<file path="src/rtl/core/dcc_pkg.sv">
// dcc_pkg: shared types, codes and constants of the distinct colour counter.
// Used by dcc_ctrl, dcc_dp, distinct_color_counter and dcc_checker; depends on nothing.
package dcc_pkg;

    localparam int TABLE_DEPTH_DEF = 64;
    localparam int COLOR_W         = 32;
    localparam int COUNT_W         = 16;
    localparam int ENTRY_W         = COLOR_W + COUNT_W;
    localparam int STATUS_W        = 2;
    localparam int S_TDATA_W       = 32;
    localparam int S_TUSER_W       = 1;
    localparam int M_TDATA_W       = 48;
    localparam int M_TUSER_W       = 3;

    localparam logic [COUNT_W-1:0] THRESHOLD_RST = 16'd2;
    localparam logic [COUNT_W-1:0] COUNT_MAX     = 16'hFFFF;
    localparam logic [COUNT_W-1:0] COUNT_ONE     = 16'd1;

    localparam logic KIND_ADD    = 1'b0;
    localparam logic KIND_REPORT = 1'b1;

    typedef enum logic [STATUS_W-1:0] {
        ST_MATCH    = 2'd0,
        ST_INSERTED = 2'd1,
        ST_FULL     = 2'd2
    } dcc_status_t;

    typedef enum logic [1:0] {
        S_IDLE,
        S_ADD_SCAN,
        S_RPT_SCAN
    } dcc_state_t;

    typedef enum logic [2:0] {
        OUT_HIT,
        OUT_INS,
        OUT_FULL,
        OUT_PEND_MID,
        OUT_PEND_LAST,
        OUT_EMPTY
    } dcc_out_sel_t;

    // controller -> datapath
    typedef struct packed {
        logic         start;     // new word accepted: latch colour, rewind scan
        logic         step;      // advance scan by one entry
        logic         hit_wr;    // write back incremented count of hit entry
        logic         ins_wr;    // append colour at end of table
        logic         pend_load; // capture current entry as pending report
        logic         out_load;  // load output register
        dcc_out_sel_t out_sel;
    } dcc_cmd_t;

    // datapath -> controller
    typedef struct packed {
        logic hit;       // compared entry equals colour
        logic qual;      // compared entry reaches threshold
        logic more;      // entries left to read
        logic rd_vld;    // read data holds an entry under compare
        logic full;      // no free entry
        logic pend_vld;  // pending report entry held
        logic out_free;  // output register can take a word this cycle
    } dcc_stat_t;

endpackage

</file>
<file path="src/rtl/core/dcc_ram.sv">
// dcc_ram: generic single-write, single-read RAM with registered read data.
// No dependencies.
module dcc_ram #(
    parameter int WIDTH = 8,
    parameter int DEPTH = 64
) (
    input  logic                     aclk,
    input  logic                     we,
    input  logic [$clog2(DEPTH)-1:0] waddr,
    input  logic [WIDTH-1:0]         wdata,
    input  logic                     re,
    input  logic [$clog2(DEPTH)-1:0] raddr,
    output logic [WIDTH-1:0]         rdata
);

    logic [WIDTH-1:0] mem_reg [DEPTH];
    logic [WIDTH-1:0] rdata_reg;

    always_ff @(posedge aclk) begin
        if (we) begin
            mem_reg[waddr] <= wdata;
        end
        if (re) begin
            rdata_reg <= mem_reg[raddr];
        end
    end

    assign rdata = rdata_reg;

endmodule

</file>
<file path="src/rtl/core/dcc_ctrl.sv">
// dcc_ctrl: sequencer for add and report scans.
// Depends on dcc_pkg for state, command and status types.
module dcc_ctrl (
    input  logic                aclk,
    input  logic                aresetn,
    input  logic                s_tvalid,
    input  logic                kind,
    output logic                s_tready,
    input  dcc_pkg::dcc_stat_t  stat,
    output dcc_pkg::dcc_cmd_t   cmd
);

    dcc_pkg::dcc_state_t state_reg, state_next;

    always_ff @(posedge aclk) begin
        if (!aresetn) begin
            state_reg <= dcc_pkg::S_IDLE;
        end else begin
            state_reg <= state_next;
        end
    end

    // next state
    always_comb begin
        state_next = state_reg;
        case (state_reg)
            dcc_pkg::S_IDLE: begin
                if (s_tvalid) begin
                    state_next = (kind == dcc_pkg::KIND_REPORT) ? dcc_pkg::S_RPT_SCAN
                                                                : dcc_pkg::S_ADD_SCAN;
                end
            end
            dcc_pkg::S_ADD_SCAN: begin
                if (stat.hit) begin
                    if (stat.out_free) state_next = dcc_pkg::S_IDLE;
                end else if (!stat.rd_vld && !stat.more && stat.out_free) begin
                    state_next = dcc_pkg::S_IDLE;
                end
            end
            dcc_pkg::S_RPT_SCAN: begin
                if (!stat.rd_vld && !stat.more && stat.out_free) begin
                    state_next = dcc_pkg::S_IDLE;
                end
            end
            default: state_next = dcc_pkg::S_IDLE;
        endcase
    end

    // outputs
    always_comb begin
        cmd       = '0;
        cmd.out_sel = dcc_pkg::OUT_EMPTY;
        s_tready  = 1'b0;
        case (state_reg)
            dcc_pkg::S_IDLE: begin
                s_tready  = 1'b1;
                cmd.start = s_tvalid;
            end
            dcc_pkg::S_ADD_SCAN: begin
                if (stat.hit) begin
                    if (stat.out_free) begin
                        cmd.hit_wr   = 1'b1;
                        cmd.out_load = 1'b1;
                        cmd.out_sel  = dcc_pkg::OUT_HIT;
                    end
                end else if (stat.rd_vld || stat.more) begin
                    cmd.step = 1'b1;
                end else if (stat.out_free) begin
                    cmd.out_load = 1'b1;
                    if (stat.full) begin
                        cmd.out_sel = dcc_pkg::OUT_FULL;
                    end else begin
                        cmd.ins_wr  = 1'b1;
                        cmd.out_sel = dcc_pkg::OUT_INS;
                    end
                end
            end
            dcc_pkg::S_RPT_SCAN: begin
                if (stat.rd_vld || stat.more) begin
                    // a second qualifying entry needs the pending one sent first
                    if (!(stat.qual && stat.pend_vld && !stat.out_free)) begin
                        cmd.step = 1'b1;
                        if (stat.qual) begin
                            cmd.pend_load = 1'b1;
                            if (stat.pend_vld) begin
                                cmd.out_load = 1'b1;
                                cmd.out_sel  = dcc_pkg::OUT_PEND_MID;
                            end
                        end
                    end
                end else if (stat.out_free) begin
                    cmd.out_load = 1'b1;
                    cmd.out_sel  = stat.pend_vld ? dcc_pkg::OUT_PEND_LAST
                                                 : dcc_pkg::OUT_EMPTY;
                end
            end
            default: ;
        endcase
    end

endmodule

</file>
<file path="src/rtl/core/dcc_dp.sv">
// dcc_dp: colour table, scan counter, compare, pending entry and output register.
// Depends on dcc_pkg and dcc_ram.
module dcc_dp #(
    parameter int TABLE_DEPTH = dcc_pkg::TABLE_DEPTH_DEF
) (
    input  logic                            aclk,
    input  logic                            aresetn,
    input  logic [dcc_pkg::S_TDATA_W-1:0]   s_tdata,
    input  logic                            cfg_wr_en,
    input  logic [dcc_pkg::COUNT_W-1:0]     cfg_wr_data,
    input  dcc_pkg::dcc_cmd_t               cmd,
    output dcc_pkg::dcc_stat_t              stat,
    output logic                            m_tvalid,
    input  logic                            m_tready,
    output logic [dcc_pkg::M_TDATA_W-1:0]   m_tdata,
    output logic [dcc_pkg::M_TUSER_W-1:0]   m_tuser,
    output logic                            m_tlast
);

    localparam int AW = $clog2(TABLE_DEPTH);
    localparam int CW = $clog2(TABLE_DEPTH + 1);
    localparam logic [CW-1:0] FULL_CNT = CW'(TABLE_DEPTH);

    logic [dcc_pkg::COUNT_W-1:0] threshold_reg;
    logic [CW-1:0]               filled_reg;
    logic [CW-1:0]               addr_reg;
    logic [AW-1:0]               cmp_idx_reg;
    logic                        rd_vld_reg;
    logic [dcc_pkg::COLOR_W-1:0] key_reg;
    logic                        pend_vld_reg;
    logic [dcc_pkg::ENTRY_W-1:0] pend_reg;

    logic                        out_vld_reg;
    logic [dcc_pkg::COLOR_W-1:0] out_key_reg;
    logic [dcc_pkg::COUNT_W-1:0] out_cnt_reg;
    logic [dcc_pkg::STATUS_W-1:0] out_status_reg;
    logic                        out_ev_reg;
    logic                        out_last_reg;

    logic                        more;
    logic                        rd_en;
    logic                        wr_en;
    logic [AW-1:0]               waddr;
    logic [dcc_pkg::ENTRY_W-1:0] wdata;
    logic [dcc_pkg::ENTRY_W-1:0] rdata;
    logic [dcc_pkg::COLOR_W-1:0] rd_key;
    logic [dcc_pkg::COUNT_W-1:0] rd_cnt;
    logic [dcc_pkg::COUNT_W-1:0] cnt_inc;

    assign rd_key  = rdata[dcc_pkg::COLOR_W-1:0];
    assign rd_cnt  = rdata[dcc_pkg::ENTRY_W-1:dcc_pkg::COLOR_W];
    assign cnt_inc = (rd_cnt == dcc_pkg::COUNT_MAX) ? rd_cnt : rd_cnt + dcc_pkg::COUNT_ONE;
    assign more    = addr_reg < filled_reg;
    assign rd_en   = cmd.step && more;

    assign wr_en = cmd.hit_wr || cmd.ins_wr;
    assign waddr = cmd.hit_wr ? cmp_idx_reg : filled_reg[AW-1:0];
    assign wdata = cmd.hit_wr ? {cnt_inc, key_reg} : {dcc_pkg::COUNT_ONE, key_reg};

    dcc_ram #(
        .WIDTH (dcc_pkg::ENTRY_W),
        .DEPTH (TABLE_DEPTH)
    ) u_table (
        .aclk  (aclk),
        .we    (wr_en),
        .waddr (waddr),
        .wdata (wdata),
        .re    (rd_en),
        .raddr (addr_reg[AW-1:0]),
        .rdata (rdata)
    );

    // control registers
    always_ff @(posedge aclk) begin
        if (!aresetn) begin
            threshold_reg <= dcc_pkg::THRESHOLD_RST;
            filled_reg    <= '0;
            addr_reg      <= '0;
            rd_vld_reg    <= 1'b0;
            pend_vld_reg  <= 1'b0;
            out_vld_reg   <= 1'b0;
        end else begin
            if (cfg_wr_en) threshold_reg <= cfg_wr_data;
            if (cmd.ins_wr) filled_reg <= filled_reg + CW'(1);
            if (cmd.start) begin
                addr_reg     <= '0;
                rd_vld_reg   <= 1'b0;
                pend_vld_reg <= 1'b0;
            end else begin
                if (cmd.step) begin
                    rd_vld_reg <= more;
                    if (more) addr_reg <= addr_reg + CW'(1);
                end
                if (cmd.pend_load) pend_vld_reg <= 1'b1;
            end
            if (cmd.out_load) begin
                out_vld_reg <= 1'b1;
            end else if (m_tready) begin
                out_vld_reg <= 1'b0;
            end
        end
    end

    // payload registers
    always_ff @(posedge aclk) begin
        if (cmd.start) key_reg <= s_tdata;
        if (rd_en) cmp_idx_reg <= addr_reg[AW-1:0];
        if (cmd.pend_load) pend_reg <= rdata;
        if (cmd.out_load) begin
            case (cmd.out_sel)
                dcc_pkg::OUT_HIT: begin
                    out_key_reg    <= key_reg;
                    out_cnt_reg    <= cnt_inc;
                    out_status_reg <= dcc_pkg::ST_MATCH;
                    out_ev_reg     <= 1'b1;
                    out_last_reg   <= 1'b1;
                end
                dcc_pkg::OUT_INS: begin
                    out_key_reg    <= key_reg;
                    out_cnt_reg    <= dcc_pkg::COUNT_ONE;
                    out_status_reg <= dcc_pkg::ST_INSERTED;
                    out_ev_reg     <= 1'b1;
                    out_last_reg   <= 1'b1;
                end
                dcc_pkg::OUT_FULL: begin
                    out_key_reg    <= key_reg;
                    out_cnt_reg    <= '0;
                    out_status_reg <= dcc_pkg::ST_FULL;
                    out_ev_reg     <= 1'b0;
                    out_last_reg   <= 1'b1;
                end
                dcc_pkg::OUT_PEND_MID, dcc_pkg::OUT_PEND_LAST: begin
                    out_key_reg    <= pend_reg[dcc_pkg::COLOR_W-1:0];
                    out_cnt_reg    <= pend_reg[dcc_pkg::ENTRY_W-1:dcc_pkg::COLOR_W];
                    out_status_reg <= dcc_pkg::ST_MATCH;
                    out_ev_reg     <= 1'b1;
                    out_last_reg   <= (cmd.out_sel == dcc_pkg::OUT_PEND_LAST);
                end
                default: begin
                    out_key_reg    <= '0;
                    out_cnt_reg    <= '0;
                    out_status_reg <= dcc_pkg::ST_MATCH;
                    out_ev_reg     <= 1'b0;
                    out_last_reg   <= 1'b1;
                end
            endcase
        end
    end

    assign stat.hit      = rd_vld_reg && (rd_key == key_reg);
    assign stat.qual     = rd_vld_reg && (rd_cnt >= threshold_reg);
    assign stat.more     = more;
    assign stat.rd_vld   = rd_vld_reg;
    assign stat.full     = (filled_reg == FULL_CNT);
    assign stat.pend_vld = pend_vld_reg;
    assign stat.out_free = !out_vld_reg || m_tready;

    assign m_tvalid = out_vld_reg;
    assign m_tdata  = {out_cnt_reg, out_key_reg};
    assign m_tuser  = {out_ev_reg, out_status_reg};
    assign m_tlast  = out_last_reg;

endmodule

</file>
<file path="src/rtl/core/distinct_color_counter.sv">
// distinct_color_counter: top level of the distinct colour counting table.
// Depends on dcc_pkg, dcc_ctrl, dcc_dp (and dcc_ram through dcc_dp).
//
// Keeps up to TABLE_DEPTH distinct RGBA colours with 16-bit saturating counts.
// An add word (tuser kind 0) searches the table in insertion order and returns
// one word: match (count after increment), insert (count 1), or table full
// (colour echoed, count 0, entry_valid 0). A report word (kind 1) returns every
// entry whose count is at least the threshold register, in insertion order,
// tlast on the final one; with no such entry it returns one all-zero word with
// entry_valid 0 and tlast set. One word is processed at a time: the table sits
// in a RAM with one registered read port, scanned one entry per cycle while a
// report is not held by a full output register. The final result of an add or
// a report is loaded into the output register once every filled entry has
// been compared (an add that hits loads on that entry; an empty table loads
// without a read), and later while the output register waits to drain. The
// next word is taken the cycle after that load.
// No clearing pass after reset: only filled entries are ever read. Write the
// threshold only while idle.

module distinct_color_counter #(
    parameter int TABLE_DEPTH = dcc_pkg::TABLE_DEPTH_DEF
) (
    input  logic                           aclk,
    input  logic                           aresetn,
    // input stream
    input  logic                           s_tvalid,
    output logic                           s_tready,
    input  logic [dcc_pkg::S_TDATA_W-1:0]  s_tdata,   // red, green, blue, alpha
    input  logic [dcc_pkg::S_TUSER_W-1:0]  s_tuser,   // kind
    // result stream
    output logic                           m_tvalid,
    input  logic                           m_tready,
    output logic [dcc_pkg::M_TDATA_W-1:0]  m_tdata,   // out_red, out_green, out_blue,
                                                      // out_alpha, occurrences
    output logic [dcc_pkg::M_TUSER_W-1:0]  m_tuser,   // status[1:0], entry_valid
    output logic                           m_tlast,
    // threshold register
    input  logic                           cfg_wr_en,
    input  logic [dcc_pkg::COUNT_W-1:0]    cfg_wr_data
);

    dcc_pkg::dcc_cmd_t  cmd;
    dcc_pkg::dcc_stat_t stat;

    // sequencer: idle / add scan / report scan
    dcc_ctrl u_ctrl (
        .aclk     (aclk),
        .aresetn  (aresetn),
        .s_tvalid (s_tvalid),
        .kind     (s_tuser[0]),
        .s_tready (s_tready),
        .stat     (stat),
        .cmd      (cmd)
    );

    // table RAM, compare, pending report entry and output register
    dcc_dp #(
        .TABLE_DEPTH (TABLE_DEPTH)
    ) u_dp (
        .aclk        (aclk),
        .aresetn     (aresetn),
        .s_tdata     (s_tdata),
        .cfg_wr_en   (cfg_wr_en),
        .cfg_wr_data (cfg_wr_data),
        .cmd         (cmd),
        .stat        (stat),
        .m_tvalid    (m_tvalid),
        .m_tready    (m_tready),
        .m_tdata     (m_tdata),
        .m_tuser     (m_tuser),
        .m_tlast     (m_tlast)
    );

endmodule

</file>
<file path="config.mk">
export PLATFORM = sky130hd
export DESIGN_NAME = distinct_color_counter
export DESIGN_NICKNAME = d
export VERILOG_FILES = /design/src/rtl/core/dcc_pkg.sv /design/src/rtl/core/dcc_ram.sv /design/src/rtl/core/dcc_ctrl.sv /design/src/rtl/core/dcc_dp.sv /design/src/rtl/core/distinct_color_counter.sv
export SDC_FILE = /design/constraint.sdc
export NUM_CORES = 2
export LEC_CHECK = 0
export BUFFER_PORTS_ARGS = -buffer_cell sky130_fd_sc_hd__buf_2
export CORE_ASPECT_RATIO = 1.25
export CORE_MARGIN = 3
export CORE_UTILIZATION = 57
export DETAILED_ROUTE_END_ITERATION = 8
export GPL_ROUTABILITY_DRIVEN = 1
export PLACE_DENSITY = 0.83
export SETUP_SLACK_MARGIN = 0.1
export SLEW_MARGIN = 40
export SYNTH_ARGS = -nofsm -noshare
export SYNTH_HDL_FRONTEND = slang
export SYNTH_SLANG_ARGS = --single-unit
</file>
<file path="constraint.sdc">
create_clock -name aclk -period 5.2 [get_ports aclk]
set_clock_uncertainty 0.05 [all_clocks]
set_input_delay 0.78 -clock aclk [delete_from_list [all_inputs] [get_ports aclk]]
set_output_delay 0.78 -clock aclk [all_outputs]
set_load 0.005 [all_outputs]
</file>
==> summary.md <==
| Metric | Value |
|---|---|
| Yosys top cell area share | 0.778 |
| Via/cell ratio | roughly 7.5 |
| Post-synth EDFFs | approximately 3300 |
| Post-CTS Setup Inserts | 0 |
| IO Pins | 108 |
| Synth Instances | 5147 |
| Startpoint types | register |
| Fin crit period | 5.19 ns |
| Min-delay src | s_tdata[0] |
| WP data required | 5.61 ns |
| Number of distinct library cells after synthesis | 59 |
| Crit-path max cell delay | 0.73 ns |
| Starting DRT DRC Count | 12400 |
| Slew Limit Fails | 0 |
| Gpl congestion | 0.946 |
| Leakage | between 0.04 and 0.05 uW |
| Worst path slowest cell | nor2_4 |
| Syn nets | 5231 |
| WS Path Type | register to register |
| Largest family of logic cells by synthesized area | multiplexers |
| Post-CTS Resized | 0 |
| RSZ-0062 raised after global routing | no |
| Num CTS Buffers | 300 |
| Top delay family on crit path | simple AND/OR/NAND/NOR gates |
| Grt total ovfl | 0 |
| Critical Path Start | u_dp.u_table.rdata[18]$_DFFE_PP_ |
| CTS Buffer Depth | 4 |
| Max reg flops | 3072 |
| Fmax | 0.193 GHz |
| Final wirelength | around 390000 um |
| Post-synthesis xor/xnor area fraction | 0.00327 |
| Fin. Hold Viols | 0 |
| # rows | 192 |
| Vias in the first global route | 64400 |
| Yosys top cell by area | edfxtp_1 |
| Max cap viols | 0 |
| CP bufs+invs | 2 |
| Synthesis-stage register bit count | 3293 |
| Area of the core | 0.219 mm^2 |
| Area growth from synthesis to layout | 12.8% |
| Clock-pin slew on the worst setup and hold paths | 0.07 ns |
| Sequential element share of the synthesized area | 0.783 |
| Max transition margin | 0.395 |
| Dominant cells by area after synthesis | edfxtp_1 78%, mux4_2 18%, dfxtp_1 0.56% |
| Clock Latency Late Sink | 0.91 ns |
| CTS sink count | 3293 |
| Port bufs | 107 |
| Via count | 65500 |
| Core Util, Final | 0.647 |
| Type of the most critical hold path | input port to register |
| Post-synthesis cell area | 0.126 mm^2 |
| Crit path DAT | about 5.6 ns |
| Asr flop ratio synth | 0 |
| Initial antenna violation count | 62 |
| Setup crit end kind | register |
| Yosys warns | 0 |
| Dpl cell area | 0.132 mm^2 |
| RR Startpoint | u_dp.u_table.rdata[18]$_DFFE_PP_ |
| Fill count | 12600 |
| Ys flop type | edfxtp_1 |
| VDD IR max | around 0.26 mV |
| Final setup TNS | 0 ns |
| Synth Area in Compound Gates | 0.00735 |
| CTS H-tree lvls | 5 |
| Most common cell after layout, fill and taps aside | edfxtp_1 |
| HPWL after DPL | 200000 um |
| Post-cts hold buffer count | 0 |
| Antenna-violating nets left | 0 |
| Gr usage total | 0.341 |
| Die area | 0.226 mm^2 |
| Most frequent cells in the layout | 3258 x edfxtp_1, 1008 x mux4_2, 310 x clkbuf_16, 193 x buf_4, 107 x buf_2 |
| Status | complete, but fails checks |
| Pin count of the biggest net entering global routing | roughly 140 |
| Post-route DRC | 2 |
| Clock root buffer | clkbuf_16 |
| Simple-gate share of the synthesized area | 0.0115 |
| Die Width | 426 um |
| Fin nets | 5634 |
| First-pass GRT wire length | approximately 530000 um |
| CP Cell Sequence | xnor2_1 -> nand4_1 -> nor3_1 -> nand4_1 -> nor3_1 -> buf_4 -> a31oi_2 -> nor2_4 -> buf_4 |
| Multiplexer share of the synthesized area | 0.182 |
| Layout cells sized above 1 | 0.329 |
| Slew at the pin closest to its max-slew limit | 0.908 ns |
| Initial Util | 0.574 |
| Total power per unit cell area | 375 mW/mm^2 |
| Placed Cells | 8147 |
| Violated checks | DRC |
| Final setup viols | 0 |
| Drt pass-1 iters | 9 |
| Fin crit share | 0.999 |
| Wire length per cell | 44.4 um |
| Layout Cells excl Fill | ~8700 |
| Die height | 531 um |
| CTS tree | done |
| Mean post-synth cell area | 24.4 um^2 |
| Crit Path Max Fanout | 31 |
| Synth Area in Adders | 0.00298 |
| Final instance area | 0.142 mm^2 |
-- power by group --
part	switching, uW	internal (uW)	leakage [uW]
sequential	96.0	29300	0.0293
combinational	1150	341	0.00797
clock	10100	12200	0.00463
-- routing by layer --
layer | vias up | track usage | share of wire
met2 | 7140 | 0.541 | 0.48
met1 | 33700 | 0.418 | 0.30
li1 | 23000 | - | -
met3 | 1639 | 0.0995 | 0.14
met4 | 40 | 0.213 | 0.084
met5 | - | 0 | 0.00063
-- cell families after synthesis --
group / count (synthesis)
mux: 1027
simple gates: 303
flops: 3293
compound gates: 145
xor+xnor: 47
fa+ha+maj: 30
buf+inv: 302
-- final timing paths --
check | slack, ns | endpoint | depth (start not counted)
max reg2reg | 0.007 | u_dp.u_table.mem_reg[29][19]$_DFFE_PP_ | 9
min | 0.05 | u_dp.key_reg[0]$_DFFE_PP_ | 1
min reg2reg | 0.44 | u_dp.pend_reg[22]$_DFFE_PP_ | 0
max | 0.007 | u_dp.u_table.mem_reg[29][19]$_DFFE_PP_ | 9
-- cell type report --
type	count	area [um^2]	area share
Multi-Input combinational cell	1552	26800	0.188
Antenna cell	24	60.1	0.000423
Clock buffer	356	7940	0.0559
Sequential cell	3293	98600	0.694
Tap cell	2910	3640	0.0256
Inverter	40	151	0.00107
Timing Repair Buffer	363	3270	0.0230
Clock inverter	177	1590	0.0112
-- synth_stat cells (17+ instances only) --
master,n
nor2_1,112
mux2i_1,18
a21oi_1,19
clkbuf_1,166
buf_2,55
xnor2_1,35
nor3_1,17
dfxtp_1,35
nand3_1,17
edfxtp_1,3258
inv_1,40
mux4_2,1008
o21ai_0,74
buf_1,34
ha_1,30
nor2b_1,23
nand2_1,59
-- stage by stage --
| stage | power, uW | setup slack [ns] | hold slack [ns] |
|---|---|---|---|
| 2_1_floorplan | 30700 | -0.125 | 0.381 |
| 3_3_place_gp | 31300 | 0.666 | 0.401 |
| 3_5_place_dp | 31300 | 0.867 | 0.414 |
| 4_1_cts | 53100 | 0.620 | 0.0403 |
| 5_1_grt | 54100 | 0.114 | 0.0455 |
| 6_report | 53200 | 0.00685 | 0.0524 |
(Power assumes the default switching activity.)
